### src/hdl/psx_pkg.sv
// Shared types and constants for the printable string extractor.
package psx_pkg;

  // Field widths
  localparam int unsigned KindW   = 1;
  localparam int unsigned ByteW   = 8;
  localparam int unsigned CharW   = 7;
  localparam int unsigned PosW    = 48;
  localparam int unsigned RunW    = 16;
  localparam int unsigned MinLenW = 16;

  // Packed output data width, rounded up to whole bytes
  localparam int unsigned OutDataW = ((CharW + PosW + 7) / 8) * 8;

  // Printable ASCII range and register reset
  localparam logic [ByteW-1:0]   FirstPrintable = 8'h20;
  localparam logic [ByteW-1:0]   LastPrintable  = 8'h7E;
  localparam logic [MinLenW-1:0] MinLenReset    = 16'd4;
  localparam logic [RunW-1:0]    RunMax         = 16'hFFFF;

  // Input kind codes
  localparam logic [KindW-1:0] KindData = 1'b0;
  localparam logic [KindW-1:0] KindEos  = 1'b1;

  // Default buffer depth (holds depth-1 characters)
  localparam int unsigned BufferDepthDefault = 64;

  // Controller states
  typedef enum logic [1:0] {
    ST_IDLE,
    ST_READ,
    ST_LOAD
  } psx_state_e;

  // Controller to datapath commands
  typedef struct packed {
    logic take;   // input beat accepted this cycle
    logic load;   // move read character into the output register
  } psx_cmd_t;

  // Datapath to controller status
  typedef struct packed {
    logic emit_req;  // current input beat ends a run long enough to report
    logic rd_last;   // read pointer sits on the final stored character
    logic out_free;  // output register can take a new beat
  } psx_sts_t;

endpackage

### src/hdl/psx_ram.sv
// Generic single-write, single-read RAM with registered read data.
module psx_ram
  import psx_pkg::*;
#(
  parameter int unsigned WIDTH = CharW,
  parameter int unsigned DEPTH = BufferDepthDefault
) (
  input  logic                       clk_i,
  input  logic                       we_i,
  input  logic [$clog2(DEPTH)-1:0]   waddr_i,
  input  logic [WIDTH-1:0]           wdata_i,
  input  logic [$clog2(DEPTH)-1:0]   raddr_i,
  output logic [WIDTH-1:0]           rdata_o
);

  logic [WIDTH-1:0] mem_q [DEPTH];
  logic [WIDTH-1:0] rdata_q;

  // Write port
  always_ff @(posedge clk_i) begin
    if (we_i) begin
      mem_q[waddr_i] <= wdata_i;
    end
  end

  // Registered read port
  always_ff @(posedge clk_i) begin
    rdata_q <= mem_q[raddr_i];
  end

  assign rdata_o = rdata_q;

endmodule

### src/hdl/psx_ctrl.sv
// Controller state machine: accepts input beats and sequences string read-out.
module psx_ctrl
  import psx_pkg::*;
(
  input  logic     clk_i,
  input  logic     rst_ni,
  input  logic     in_valid_i,
  output logic     in_ready_o,
  input  psx_sts_t sts_i,
  output psx_cmd_t cmd_o
);

  psx_state_e state_q, state_d;

  // State register
  always_ff @(posedge clk_i or negedge rst_ni) begin
    if (!rst_ni) begin
      state_q <= ST_IDLE;
    end else begin
      state_q <= state_d;
    end
  end

  // Next state and commands
  always_comb begin
    state_d    = state_q;
    in_ready_o = 1'b0;
    cmd_o      = '0;
    unique case (state_q)
      ST_IDLE: begin
        in_ready_o = 1'b1;
        cmd_o.take = in_valid_i;
        if (in_valid_i && sts_i.emit_req) begin
          state_d = ST_READ;
        end
      end
      ST_READ: begin
        // RAM read issued; data lands next cycle
        state_d = ST_LOAD;
      end
      ST_LOAD: begin
        // hold until the output register frees up
        if (sts_i.out_free) begin
          cmd_o.load = 1'b1;
          state_d    = sts_i.rd_last ? ST_IDLE : ST_READ;
        end
      end
      default: begin
        state_d = ST_IDLE;
      end
    endcase
  end

endmodule

### src/hdl/psx_dp.sv
// Datapath: position and run counters, character buffer and output register.
module psx_dp
  import psx_pkg::*;
#(
  parameter int unsigned BUFFER_DEPTH = BufferDepthDefault
) (
  input  logic               clk_i,
  input  logic               rst_ni,
  input  logic               cfg_we_i,
  input  logic [MinLenW-1:0] cfg_data_i,
  input  logic [KindW-1:0]   in_kind_i,
  input  logic [ByteW-1:0]   in_byte_i,
  input  psx_cmd_t           cmd_i,
  output psx_sts_t           sts_o,
  output logic               out_valid_o,
  input  logic               out_ready_i,
  output logic [CharW-1:0]   out_char_o,
  output logic [PosW-1:0]    out_offset_o,
  output logic               out_last_o
);

  localparam int unsigned IW = $clog2(BUFFER_DEPTH);
  localparam logic [RunW-1:0] SlotsRun = RunW'(BUFFER_DEPTH - 1);
  localparam logic [IW-1:0]   SlotsIdx = IW'(BUFFER_DEPTH - 1);

  logic [PosW-1:0]    byte_pos_q;
  logic [RunW-1:0]    run_len_q;
  logic [PosW-1:0]    run_start_q;
  logic [MinLenW-1:0] min_len_q;
  logic [IW-1:0]      rd_idx_q;
  logic [IW-1:0]      last_idx_q;
  logic               out_valid_q;
  logic [CharW-1:0]   out_char_q;
  logic [PosW-1:0]    out_offset_q;
  logic               out_last_q;

  logic             is_eos;
  logic             is_print;
  logic             ends_run;
  logic             run_ok;
  logic             store_we;
  logic [IW-1:0]    emit_cnt;
  logic [CharW-1:0] rd_char;

  // Classify the incoming beat
  assign is_eos   = (in_kind_i == KindEos);
  assign is_print = (in_byte_i >= FirstPrintable) && (in_byte_i <= LastPrintable);
  assign ends_run = is_eos || !is_print;
  // zero min_len behaves as one
  assign run_ok   = (run_len_q != '0) && (run_len_q >= min_len_q);
  assign store_we = cmd_i.take && !is_eos && is_print && (run_len_q < SlotsRun);
  assign emit_cnt = (run_len_q >= SlotsRun) ? SlotsIdx : run_len_q[IW-1:0];

  assign sts_o.emit_req = ends_run && run_ok;
  assign sts_o.rd_last  = (rd_idx_q == last_idx_q);
  assign sts_o.out_free = !out_valid_q || out_ready_i;

  // Configuration register
  always_ff @(posedge clk_i or negedge rst_ni) begin
    if (!rst_ni) begin
      min_len_q <= MinLenReset;
    end else if (cfg_we_i) begin
      min_len_q <= cfg_data_i;
    end
  end

  // Position and run tracking
  always_ff @(posedge clk_i or negedge rst_ni) begin
    if (!rst_ni) begin
      byte_pos_q  <= '0;
      run_len_q   <= '0;
      run_start_q <= '0;
    end else if (cmd_i.take) begin
      if (is_eos) begin
        run_len_q  <= '0;
        byte_pos_q <= '0;
      end else begin
        byte_pos_q <= byte_pos_q + PosW'(1);
        if (is_print) begin
          if (run_len_q == '0) begin
            run_start_q <= byte_pos_q;
          end
          if (run_len_q != RunMax) begin
            run_len_q <= run_len_q + RunW'(1);
          end
        end else begin
          run_len_q <= '0;
        end
      end
    end
  end

  // Read pointer: arm on a run end, advance per loaded character
  always_ff @(posedge clk_i) begin
    if (cmd_i.take && ends_run) begin
      rd_idx_q   <= '0;
      last_idx_q <= emit_cnt - IW'(1);
    end else if (cmd_i.load && !sts_o.rd_last) begin
      rd_idx_q <= rd_idx_q + IW'(1);
    end
  end

  // Character buffer (top entry unused)
  psx_ram #(
    .WIDTH (CharW),
    .DEPTH (BUFFER_DEPTH)
  ) u_store (
    .clk_i   (clk_i),
    .we_i    (store_we),
    .waddr_i (run_len_q[IW-1:0]),
    .wdata_i (in_byte_i[CharW-1:0]),
    .raddr_i (rd_idx_q),
    .rdata_o (rd_char)
  );

  // Output register valid
  always_ff @(posedge clk_i or negedge rst_ni) begin
    if (!rst_ni) begin
      out_valid_q <= 1'b0;
    end else if (cmd_i.load) begin
      out_valid_q <= 1'b1;
    end else if (out_ready_i) begin
      out_valid_q <= 1'b0;
    end
  end

  // Output register payload
  always_ff @(posedge clk_i) begin
    if (cmd_i.load) begin
      out_char_q   <= rd_char;
      out_offset_q <= run_start_q;
      out_last_q   <= sts_o.rd_last;
    end
  end

  assign out_valid_o  = out_valid_q;
  assign out_char_o   = out_char_q;
  assign out_offset_o = out_offset_q;
  assign out_last_o   = out_last_q;

endmodule

### src/hdl/printable_string_extractor_core.sv
// Top level of the printable string extractor.
//
//  Channel   Direction  Payload                                  Handshake
//  s_axis    in         tdata: data_byte; tuser: kind            tvalid/tready
//  m_axis    out        tdata: text_byte, string_offset; tlast   tvalid/tready
//  cfg       in         min_len                                  valid/ready
//
// Data bytes are taken whenever no string is being read out. A byte that ends a
// reportable run starts read-out: each character is read from the buffer RAM, then
// loaded into the output register; the input stays stalled until the last is loaded.
// The output register decouples the sides; the last character may wait while
// the next input beat is taken. Reset is asynchronous and active low; the
// buffer needs no clearing pass. Configuration is always ready.
module printable_string_extractor_core
  import psx_pkg::*;
#(
  parameter int unsigned BUFFER_DEPTH = BufferDepthDefault
) (
  input  logic                clk_i,
  input  logic                rst_ni,
  // input stream
  input  logic                s_axis_tvalid,
  output logic                s_axis_tready,
  input  logic [ByteW-1:0]    s_axis_tdata,   // [7:0] data_byte
  input  logic [KindW-1:0]    s_axis_tuser,   // [0] kind
  // output stream
  output logic                m_axis_tvalid,
  input  logic                m_axis_tready,
  output logic [OutDataW-1:0] m_axis_tdata,   // [6:0] text_byte, [54:7] string_offset
  output logic                m_axis_tlast,   // last_of_string
  // configuration
  input  logic                cfg_valid_i,
  output logic                cfg_ready_o,
  input  logic [MinLenW-1:0]  cfg_data_i
);

  psx_cmd_t         cmd;
  psx_sts_t         sts;
  logic [CharW-1:0] out_char;
  logic [PosW-1:0]  out_offset;

  assign cfg_ready_o = 1'b1;

  psx_ctrl u_ctrl (
    .clk_i      (clk_i),
    .rst_ni     (rst_ni),
    .in_valid_i (s_axis_tvalid),
    .in_ready_o (s_axis_tready),
    .sts_i      (sts),
    .cmd_o      (cmd)
  );

  psx_dp #(
    .BUFFER_DEPTH (BUFFER_DEPTH)
  ) u_dp (
    .clk_i        (clk_i),
    .rst_ni       (rst_ni),
    .cfg_we_i     (cfg_valid_i),
    .cfg_data_i   (cfg_data_i),
    .in_kind_i    (s_axis_tuser),
    .in_byte_i    (s_axis_tdata),
    .cmd_i        (cmd),
    .sts_o        (sts),
    .out_valid_o  (m_axis_tvalid),
    .out_ready_i  (m_axis_tready),
    .out_char_o   (out_char),
    .out_offset_o (out_offset),
    .out_last_o   (m_axis_tlast)
  );

  // Pack output beat, zero padding on top
  assign m_axis_tdata = {{(OutDataW - CharW - PosW){1'b0}}, out_offset, out_char};

  // Never overwrite a beat still waiting downstream
  a_load_free: assert property (@(posedge clk_i) disable iff (!rst_ni)
    cmd.load |-> (!m_axis_tvalid || m_axis_tready))
    else $error("output register overwritten");

  // Only printable characters leave the block
  a_printable: assert property (@(posedge clk_i) disable iff (!rst_ni)
    m_axis_tvalid |-> (out_char >= FirstPrintable[CharW-1:0]) &&
                      (out_char <= LastPrintable[CharW-1:0]))
    else $error("non-printable character emitted");

  // Input reopens right after the final character is loaded
  a_reopen: assert property (@(posedge clk_i) disable iff (!rst_ni)
    (cmd.load && sts.rd_last) |=> s_axis_tready)
    else $error("input not reopened after string end");

  // Input is never taken during read-out
  a_no_take_in_emit: assert property (@(posedge clk_i) disable iff (!rst_ni)
    cmd.load |-> !s_axis_tready)
    else $error("input accepted during read-out");

endmodule
### config.mk
export PLATFORM = sky130hd
export DESIGN_NAME = printable_string_extractor_core
export DESIGN_NICKNAME = d
export VERILOG_FILES = /design/src/hdl/psx_pkg.sv /design/src/hdl/psx_ram.sv /design/src/hdl/psx_ctrl.sv /design/src/hdl/psx_dp.sv /design/src/hdl/printable_string_extractor_core.sv
export SDC_FILE = /design/constraint.sdc
export NUM_CORES = 1
export LEC_CHECK = 0
export BUFFER_PORTS_ARGS = -buffer_cell sky130_fd_sc_hd__buf_2
export CAP_MARGIN = 5
export CORE_MARGIN = 3
export CORE_UTILIZATION = 57
export CTS_CLUSTER_DIAMETER = 120
export DETAILED_ROUTE_END_ITERATION = 6
export GPL_ROUTABILITY_DRIVEN = 1
export HOLD_SLACK_MARGIN = 0.08
export PLACE_DENSITY = 0.74
export SYNTH_ARGS = -nofsm -noshare
export SYNTH_HDL_FRONTEND = slang
export SYNTH_SLANG_ARGS = --single-unit
### constraint.sdc
create_clock -name clk_i -period 4.8 [get_ports clk_i]
set_input_delay 0.48 -clock clk_i [delete_from_list [all_inputs] [get_ports clk_i]]
set_output_delay 0.48 -clock clk_i [all_outputs]
set_load 0.1 [all_outputs]
======== Word level (Yosys, flattened, before mapping) ========
Memories as Yosys holds them, arrays and structs flattened. A register that Yosys moved wholly into a read port is not among the register bits.
Cells that the tools add are included.
operators by class
  bitwise logic cells ..................... 1
  reduce and logical (&&, ||, !) cells .... 22
  add/sub/neg operators ................... 4
  equal/unequal tests ..................... 7
  mux-type cells .......................... 17
  magnitude comparators ................... 5
operators with widths
  operator                 number
  $add A48 B1 Y48 const B  1
  $mux W16                 3
  $mux W48                 1
  $add A16 B1 Y16 const B  1
  $ge A16 B16 Y1           1
  $ge A16 B6 Y1 const B    1
  $logic_not A16 Y1        1
  $lt A16 B6 Y1 const B    1
  $ne A16 B16 Y1 const B   1
  $reduce_bool A16 Y1      1
  $logic_and A1 B1 Y1      9
  $mux W1                  9
  $ge A8 B6 Y1 const B     1
  $le A8 B7 Y1 const B     1
  $add A6 B1 Y6 const B    1
  $eq A6 B6 Y1             1
  $mux W6                  1
  $pmux W2 S3              1
  $sub A6 B1 Y6 const B    1
  $logic_not A1 Y1         4
  $mux W2                  2
  $reduce_and A2 Y1        2
  $reduce_and A4 Y1        1
  $ne A3 B3 Y1 const B     1
  other kinds (8)          9
word-level totals
  bits in registers ....................... 199
  input port bits ......................... 30
  bits in writable memories ............... 448
  output and inout bits ................... 60
  memories ................................ 1
memories
  name                depth  bits a word  rd ports  clocked after Yosys merged registers in  wr ports  line           text
  u_dp.u_store.mem_q  64     7            1         1                                        1         psx_ram.sv:16  logic [WIDTH-1:0] mem_q [DEPTH];

======== Logic depth before layout (Yosys ltp) ========
Gate-level depths: netlist of run 1.
  depth after elaboration ................. 8
  depth in mapped cells ................... 9
  gate-level depth less buffers ........... 9

======== Hierarchy ========
Synthesis of run 1 repeated with hierarchy kept, for this count alone.
second synthesis, totals
  cells, all modules ...................... 1560
  area, all modules ....................... 26350.3 µm²
modules (own cells, without submodules)
  module                           times used  area an instance (µm²)  cells each  seq. area each (µm²)
  psx_ram                          1           17635.7                 827         13593.0
  psx_dp                           1           8589.5                  719         5211.2
  psx_ctrl                         1           102.6                   10          50.0
  printable_string_extractor_core  1           22.5                    4           0.0

======== Worst setup path after synthesis of run 1 ========
OpenSTA, ideal clock, no wires.
  path kind ............................... register -> register
  start point ............................. register u_dp.out_valid_q (netlist: u_dp.out_valid_o)
  end point ............................... register u_dp.rd_idx_q[5]
  clock period less this slack ............ 4604 ps
  setup time .............................. 138 ps
  path buffers ............................ 0
  path slack .............................. 196 ps
  data arrival time ....................... 4466 ps
  required time ........................... 4662 ps
  cell stages (with the launch flop) ...... 7
  path through ............................ dfrtp_1 nand2b_1 nor2b_1 a21boi_1 nand4_1 xor2_1 nor2_1
RTL lines
  item                      line           text
  start: declaration        psx_dp.sv:32   logic out_valid_q;
  start signal: assignment  psx_dp.sv:119  out_valid_q <= 1'b0;
  start signal: assignment  psx_dp.sv:121  out_valid_q <= 1'b1;
  start signal: assignment  psx_dp.sv:123  out_valid_q <= 1'b0;
  end signal: assignment    psx_dp.sv:99   rd_idx_q <= rd_idx_q + IW'(1);
  end: declaration          psx_dp.sv:30   logic [IW-1:0] rd_idx_q;

======== Final worst setup path of run 1 ========
  start point ............................. input port s_axis_tuser
  end point ............................... memory u_dp.u_store.mem_q[54][0] (netlist name), enable pin
between the ends
  longest elaborated chain between the ends .. 6
ends and longest elaborated chain
  item                               line                                   text
  start: declaration                 printable_string_extractor_core.sv:25  input logic [KindW-1:0] s_axis_tuser,
  $logic_not A1 Y1                   psx_dp.sv:51                           assign store_we = cmd_i.take && !is_eos && is_print && (run_len_q < SlotsRun);
  $logic_and A1 B1 Y1 (3 in series)  psx_dp.sv:51
  $mux W1                            psx_ram.sv:21                          if (we_i) begin
  $mux W1 (implied by the code)      psx_ram.sv:22                          mem_q[waddr_i] <= wdata_i;
  end: declaration                   psx_ram.sv:16
Every way passes these cells.

==> summary.txt, run 1 <==
Routing
  • Vias per cell: 6.34
  • Detail Route Antenna Nets: 0
  • First-pass DRT Iterations: 5
  • # DRC: 0
  • Vias: around 15,000
  • Avg WL per Cell: 25.6 um
  • Total wire length: 60,100 um
  • First DRT Iteration DRCs: about 1,800

Die
  • Core area: between 40,000 and 50,000 sq um
  • Row cnt: 77
  • Die area: around 49,000 sq um
  • Initial Util: 58.5%
  • Chip height: 220 um
  • Num ports: 90
  • Die W: 220 um

STA
  • Setup violations, final: 0
  • RSZ-0062 raised after global routing: false
  • Fin crit share: 88.5%
  • Skew final: 0.0144 ns
  • Final Critical Period: approximately 4.2 ns
  • Worst rel slew slack: 27.2%
  • Final Hold Vio Count: 0
  • Max Fclk: 0.235 GHz
  • Setup tns final: 0 ns
  • Worst slew pin tran: 1.07 ns
  • Max-slew violations: 0
  • WHS: 0.112 ns

Pwr
  • Leak: between 10 and 15 nW
  • Worst vdd ir: 0.364 mV
  • Power Density: 400 nW/um^2
  • Pwr Total: between 10 and 15 mW

Synthesis
  • Top FF cell, synth: edfxtp_1
  • Largest family of logic cells by synthesized area: multiplexers
  • Largest cells by area after synthesis: edfxtp_1 (58%), dfrtp_1 (12%), mux4_2 (7.0%)
  • Cell variety after synth: 63
  • Post-synthesis mux area share: between 10% and 20%
  • Adder-Cell Fraction of Synth Area: 1.00%
  • Compound-Gate Fraction of Synth Area: 4.49%
  • Simple-Gate Fraction of Synth Area: 7.23%
  • EDFF count, synth: 510
  • Post-Syn Area: 26,200 sq um
  • Post-synth top area cell: edfxtp_1
  • Async set-reset flop share out of synthesis: between 20 and 25%
  • Yosys warning count: 0
  • Xor/xnor share of the synthesized area: 1.30%
  • Syn Area/Cell: 16.3 sq um
  • Sequential area share after synthesis: 72.0%
  • Synth top cells by count: edfxtp_1 (510), nor2_1 (134), dfrtp_1 (130), nand2_1 (90), mux4_2 (82)
  • Count leader, synth: edfxtp_1
  • #FFs+latches synth: ~650
  • Post-synthesis cell count: 1,608
  • Synthesized Nets: 1,659
  • Share of the synthesized area in the top cell type: roughly 58%

Global routing
  • Largest net degree at the start of global routing: 94
  • Gr usage total: between 20% and 30%
  • Vias in the first global route: 14,700
  • GRT overflow: 0
  • Wire length of the first global-routing pass: 91,400 um
  • Initial antenna violation count: 3

CTS
  • Longest Clk Path Bufs: 3
  • Worst-path clk slew: 0.06 ns
  • Clock Latency Late Sink: 0.58 ns
  • CTS Buf Count: 66
  • CTS tree: done
  • Clk root buf: clkbuf_16
  • CTS H-tree depth: 3
  • Sink Count: 654

Worst setup path
  • Setup CP Type: input port to flip-flop
  • Critical Path AT: 4.46 ns
  • Worst path required time: 5.01 ns
  • Max FO, Critical Path: 20
  • Setup crit start kind: input port
  • CP endpoint kind: flip-flop

Run
  • Max Cap Violations: 0

Place
  • Hpwl dp: between 30,000 and 40,000 um
  • Routability cong.: 0.891
  • Placed Cells: 2,232
  • Port Buf Inserts: 87

Cells and area
  • Area delta synth->final: 12.5%
  • Final net count: 1,761
  • Fin util: 65.8%
  • Non-filler instance count after layout: between 2,000 and 2,500
  • Layout cell share with drive strength beyond 1: 19.6%

Status
  • Status: finished clean

Worst hold path
  • Min-delay worst type: input port to flip-flop
[report_power, final]
part / switching, mW / internal [mW] / total [mW]
Sequential: 0.0416 / 6.16 / 6.20
Clock: 2.10 / 3.15 / 5.25
Combinational: 0.245 / 0.0904 / 0.336
[final cells by class]
class	instances	area, sq um
clock inverters	31	348
flip-flops and latches	654	18900
inverters	24	90.1
repair buffers	114	662
well taps	592	741
diodes	1	2.50
multi-input cells	850	6890
clock buffers	86	1880
fillers	2964	15300
[registers in the layout, summed over array words and instances, names as in the netlist]
signal                flops
u_ctrl.state_q            2
u_dp.byte_pos_q          48
u_dp.out_offset_o        48
u_dp.run_len_q           16
u_dp.run_start_q         48
u_dp.last_idx_q           6
u_dp.min_len_q           16
u_dp.out_char_o           7
u_dp.u_store.mem_q      448
u_dp.out_valid_o          1
u_dp.rd_idx_q             6
u_dp.out_last_o           1
u_dp.u_store.rdata_o      7
[path summary, 6_finish.rpt]
kind / start / end / slack [ns] / cells past startpoint
min reg2reg: u_dp.u_store.rdata_o[6] / u_dp.out_char_o[6] / 0.40 / 0
max: s_axis_tuser / u_dp.u_store.mem_q[54][0] / 0.55 / 7
max reg2reg: u_dp.run_len_q[3] / u_dp.u_store.mem_q[54][0] / 0.59 / 5
min: cfg_data_i[15] / u_dp.min_len_q[15] / 0.11 / 3
max in group asynchronous: rst_ni / u_dp.run_start_q[35] / 3.15 / 3
min in group asynchronous: rst_ni / u_dp.min_len_q[4] / 0.55 / 2
[worst max-delay path, cell delays in order]
cell,delay [ns]
buf_2,0.21
nor2_1,0.58
o221ai_1,0.44
buf_4,0.30
nor4_1,0.71
nand3_1,0.92
nor2_1,0.79
[cell families (layout without fill, tap and decap cells)]
group / after synthesis / count (layout)
flip-flops: 654 / 654
AND/OR/NAND/NOR: 393 / 393
multiplexers: 210 / 210
AO/OA/AOI/OAI: 185 / 185
buffers and inverters: 104 / 255
XOR/XNOR: 39 / 39
adder cells (fa/ha/maj): 21 / 21
other: 2 / 3
[metal layers]
layer / routed length [um] / part of all wire (%) / GRT usage [%]
met1: 24400 / 41 / 36.6
met5: 11 / 0.018 / 0
met2: 28200 / 47 / 39.8
met3: 5340 / 8.9 / 5.09
met4: 2120 / 3.5 / 8.52
[placed cells by master (no fill, tap or decap), types with 16 or more instances in the layout]
cell	n
xor2_1	32
edfxtp_1	510
and3_1	16
ha_1	21
mux2_1	20
o21ai_0	58
nand3_1	48
nand4_1	22
a21oi_1	38
mux2_2	33
nand2_1	90
nor2_1	134
clkbuf_16	71
mux2i_1	75
inv_1	24
buf_4	24
dfrtp_1	130
mux4_2	82
buf_2	86
[repair_timing]
item | CTS | global route
setup endpoints to repair | 0 | 0
setup buffers | 0 | 0
resized for setup | 0 | 0
hold buffers | 2 | 0
endpoints found under the hold margin | 92 | 0
[through the flow]
stage / cell area, sq um / setup slack, ns
global route: 29500 / 0.456
global placement: 27200 / 0.0723
finish: 29500 / 0.551
detailed placement: 27200 / -0.0709
CTS: 29500 / 0.497
floorplan: 26200 / 0.196
(Power assumes the default switching activity.)
==> run 2: changes to the inputs <==
--- a/config.mk
+++ b/config.mk
@@ -8,12 +8,12 @@
 export BUFFER_PORTS_ARGS = -buffer_cell sky130_fd_sc_hd__buf_2
 export CAP_MARGIN = 5
 export CORE_MARGIN = 3
-export CORE_UTILIZATION = 57
+export CORE_UTILIZATION = 56
 export CTS_CLUSTER_DIAMETER = 120
 export DETAILED_ROUTE_END_ITERATION = 6
 export GPL_ROUTABILITY_DRIVEN = 1
 export HOLD_SLACK_MARGIN = 0.08
-export PLACE_DENSITY = 0.74
+export PLACE_DENSITY = 0.76
 export SYNTH_ARGS = -nofsm -noshare
 export SYNTH_HDL_FRONTEND = slang
 export SYNTH_SLANG_ARGS = --single-unit
==> constraint.sdc (replaced) <==
create_clock -name clk_i -period 3.8 [get_ports clk_i]
set_input_delay 0.38 -clock clk_i [delete_from_list [all_inputs] [get_ports clk_i]]
set_output_delay 0.38 -clock clk_i [all_outputs]
set_load 0.1 [all_outputs]
==> run 2 against run 1 <==
Worst setup slack improved by 0.45 ns. Final area rose by 2.6%. Non-clock buffer count rose by 106. Combinational power rose by 32%. First-iteration DRC count rose by 8.4%. Flip-flop and latch count did not move. Total power rose by 24%. Critical endpoint is now u_dp.u_store.mem_q[51][0]. Largest cell class unchanged.
==> summary.txt, run 2 (same netlist as run 1, synthesis figures left out) <==
CTS
  • Clk root buf: clkbuf_16 (unchanged)
  • Post-CTS Setup Bufs: 0 (unchanged)
  • CTS H-tree depth: 2 (was 3)
  • Clock Latency Late Sink: 0.63 ns (was 0.58 ns)
  • Worst-path clk slew: 0.06 ns (about the same)
  • CTS tree: done (unchanged)
  • Longest Clk Path Bufs: 3 (unchanged)
  • CTS Buf Count: 61 (was 66)
  • Sink Count: 654 (unchanged)

STA
  • Final Hold Vio Count: 0 (unchanged)
  • Setup tns final: 0 ns (unchanged)
  • Worst slew pin tran: 0.963 ns (was 1.07 ns)
  • Setup violations, final: 0 (unchanged)
  • Max Fclk: 0.357 GHz
  • Max-slew violations: 0 (unchanged)
  • Skew final: 0.0180 ns (was 0.0144 ns)
  • Worst rel slew slack: 35.2% (was 27.2%)
  • Fin crit share: around 74%
  • Final Critical Period: 2.80 ns
  • RSZ-0062 raised after global routing: false (unchanged)

Worst setup path
  • Setup CP Type: flip-flop to flip-flop (was input port to flip-flop)
  • CP endpoint kind: flip-flop (unchanged)
  • R2r setup slk: 1.0 ns (was 0.59 ns)
  • Worst reg2reg path depth: 9 (was 5)
  • FF-to-FF End: u_dp.u_store.mem_q[51][0] (was u_dp.u_store.mem_q[54][0])
  • Worst r2r src: u_dp.run_len_q[3] (unchanged)
  • Setup crit start kind: flip-flop (was input port)
  • Worst path required time: 4.13 ns (was 5.01 ns)
  • Max FO, Critical Path: 15 (was 20)
  • Critical Path AT: 3.13 ns (was 4.46 ns)

Cells and area
  • Layout fillers: 2,983 (was 2,964)
  • Layout cell share with drive strength beyond 1: 23.0% (was 19.6%)
  • Non-filler instance count after layout: 2,460 (was 2,352)
  • FF/Latch Area: 18,900 sq um (unchanged)
  • Number of diodes: 0 (was 1)
  • Fin util: 66.1% (was 65.8%)
  • Area delta synth->final: 15.4% (was 12.5%)
  • Max reg flops: 448 (unchanged)
  • Footprint of the multi-input gates: 6890 sq um (about the same)
  • Most common cell after layout, fill and taps aside: edfxtp_1 (unchanged)
  • Most frequent cells in the layout: edfxtp_1 (510), nor2_1 (133), dfrtp_1 (130), buf_4 (107), nand2_1 (90) (was edfxtp_1 (510), nor2_1 (134), dfrtp_1 (130), nand2_1 (90), buf_2 (86))
  • Most flops, register: u_dp.u_store.mem_q (unchanged)
  • Final net count: 1,862 (was 1,761)

Die
  • Num ports: 90 (unchanged)
  • Die W: 222 um (was 220 um)
  • Initial Util: 57.2% (was 58.5%)
  • Die area: 49,400 sq um (was 48,600 sq um)
  • Chip height: 222 um (was 220 um)
  • Core area: 45,800 sq um (was 44,800 sq um)
  • Row cnt: 78 (was 77)

Routing
  • Vias: 15,400 (was 14,900)
  • Total wire length: 61,000 um (was 60,100 um)
  • Detail Route Antenna Nets: 0 (unchanged)
  • # DRC: 0 (unchanged)
  • First-pass DRT Iterations: 6 (was 5)
  • Vias per cell: 6.24 (was 6.34)
  • Avg WL per Cell: 24.8 um (was 25.6 um)
  • First DRT Iteration DRCs: 1,981 (was 1,827)

Place
  • Hpwl dp: 37,700 um (was 36,800 um)
  • Routability cong.: 0.906 (was 0.891)
  • Port Buf Inserts: 87 (unchanged)
  • Placed Cells: 2,329 (was 2,232)

Pwr
  • Worst vdd ir: 0.422 mV (was 0.364 mV)
  • Pwr Total: 14.6 mW (was 11.8 mW)
  • Leak: 10.6 nW (was 10.1 nW)
  • Power Density: 482 nW/um^2 (was 400 nW/um^2)

Run
  • Max Cap Violations: 0 (unchanged)

Status
  • Status: finished clean (unchanged)

Global routing
  • Wire length of the first global-routing pass: 94,500 um (was 91,400 um)
  • Vias in the first global route: 15,300 (was 14,700)
  • Largest net degree at the start of global routing: 67 (was 94)
  • GRT overflow: 0 (unchanged)
  • Gr usage total: 24.9% (was 25.5%)
  • Initial antenna violation count: 1 (was 3)

Worst hold path
  • HP Start: cfg_valid_i (was cfg_data_i[15])
  • Worst hold stages: 3 (unchanged)
  • Min-delay worst type: input port to flip-flop (unchanged)
  • Sink of the worst hold path: u_dp.min_len_q[2] (was u_dp.min_len_q[15])
==> run 2: repair_timing <==
item / CTS / global route
endpoints found under the hold margin: 80 / 0
endpoints found under the setup margin: 0 / 0
hold buffers: 19 / 0
resized for setup: 0 / 0
==> run 2: through the flow <==
stage | area (sq um) | hold slack [ns] | worst slack [ns]
after detailed placement | 28000 | 0.397 | 0.885
after global routing | 30200 | 0.223 | 0.796
after floorplan | 26200 | 0.0844 | 0.269
final | 30200 | 0.211 | 0.998
after global placement | 27900 | 0.391 | 0.784
after CTS | 30200 | 0.166 | 1.03
==> run 2: worst max path at each step <==
stage	start	to	slack (ns)	cells after the start
6_report	u_dp.run_len_q[3]	u_dp.u_store.mem_q[51][0]	1.0	9
5_1_grt	u_dp.run_len_q[3]	u_dp.u_store.mem_q[51][5]	0.80	9
4_1_cts	u_dp.run_len_q[3]	u_dp.u_store.mem_q[51][4]	1.03	9
3_5_place_dp	s_axis_tdata[5]	u_dp.u_store.mem_q[51][3]	0.88	10
3_3_place_gp	u_dp.rd_idx_q[0]	u_dp.u_store.rdata_o[4]	0.78	6
2_1_floorplan	u_dp.out_valid_o	u_dp.rd_idx_q[5]	0.27	6
==> run 2: critical path: stages, from the launching register on <==
cell and delay, ns:
dfrtp_1 0.55, nand3_1 0.16, buf_4 0.21, nor2_1 0.17, nor4_1 0.46, buf_4 0.21
nand3_1 0.08, buf_4 0.23, nor2_1 0.23, buf_4 0.20
==> run 2: power by group <==
| group | switching, mW | internal, mW | total [mW] |
|---|---|---|---|
| Combinational | 0.311 | 0.133 | 0.444 |
| Clock | 2.60 | 3.68 | 6.29 |
| Sequential | 0.0528 | 7.78 | 7.84 |
==> run 2: area by class of cell <==
class                           instances  area share (%)
Timing Repair Buffer                  220            5.16
Clock inverter                         24            1.06
Inverter                               24           0.298
Sequential cell                       654            62.4
Clock buffer                           88            5.82
Multi-Input combinational cell        850            22.8
Tap cell                              600            2.48
==> run 2: metal layers <==
metal	vias up	part of all wire (%)	global-route usage, %
met4	0	3.5	8.73
met5	-	0	0
met3	132	8.5	3.71
met2	758	49	40.2
li1	6632	-	-
met1	7830	39	35.3
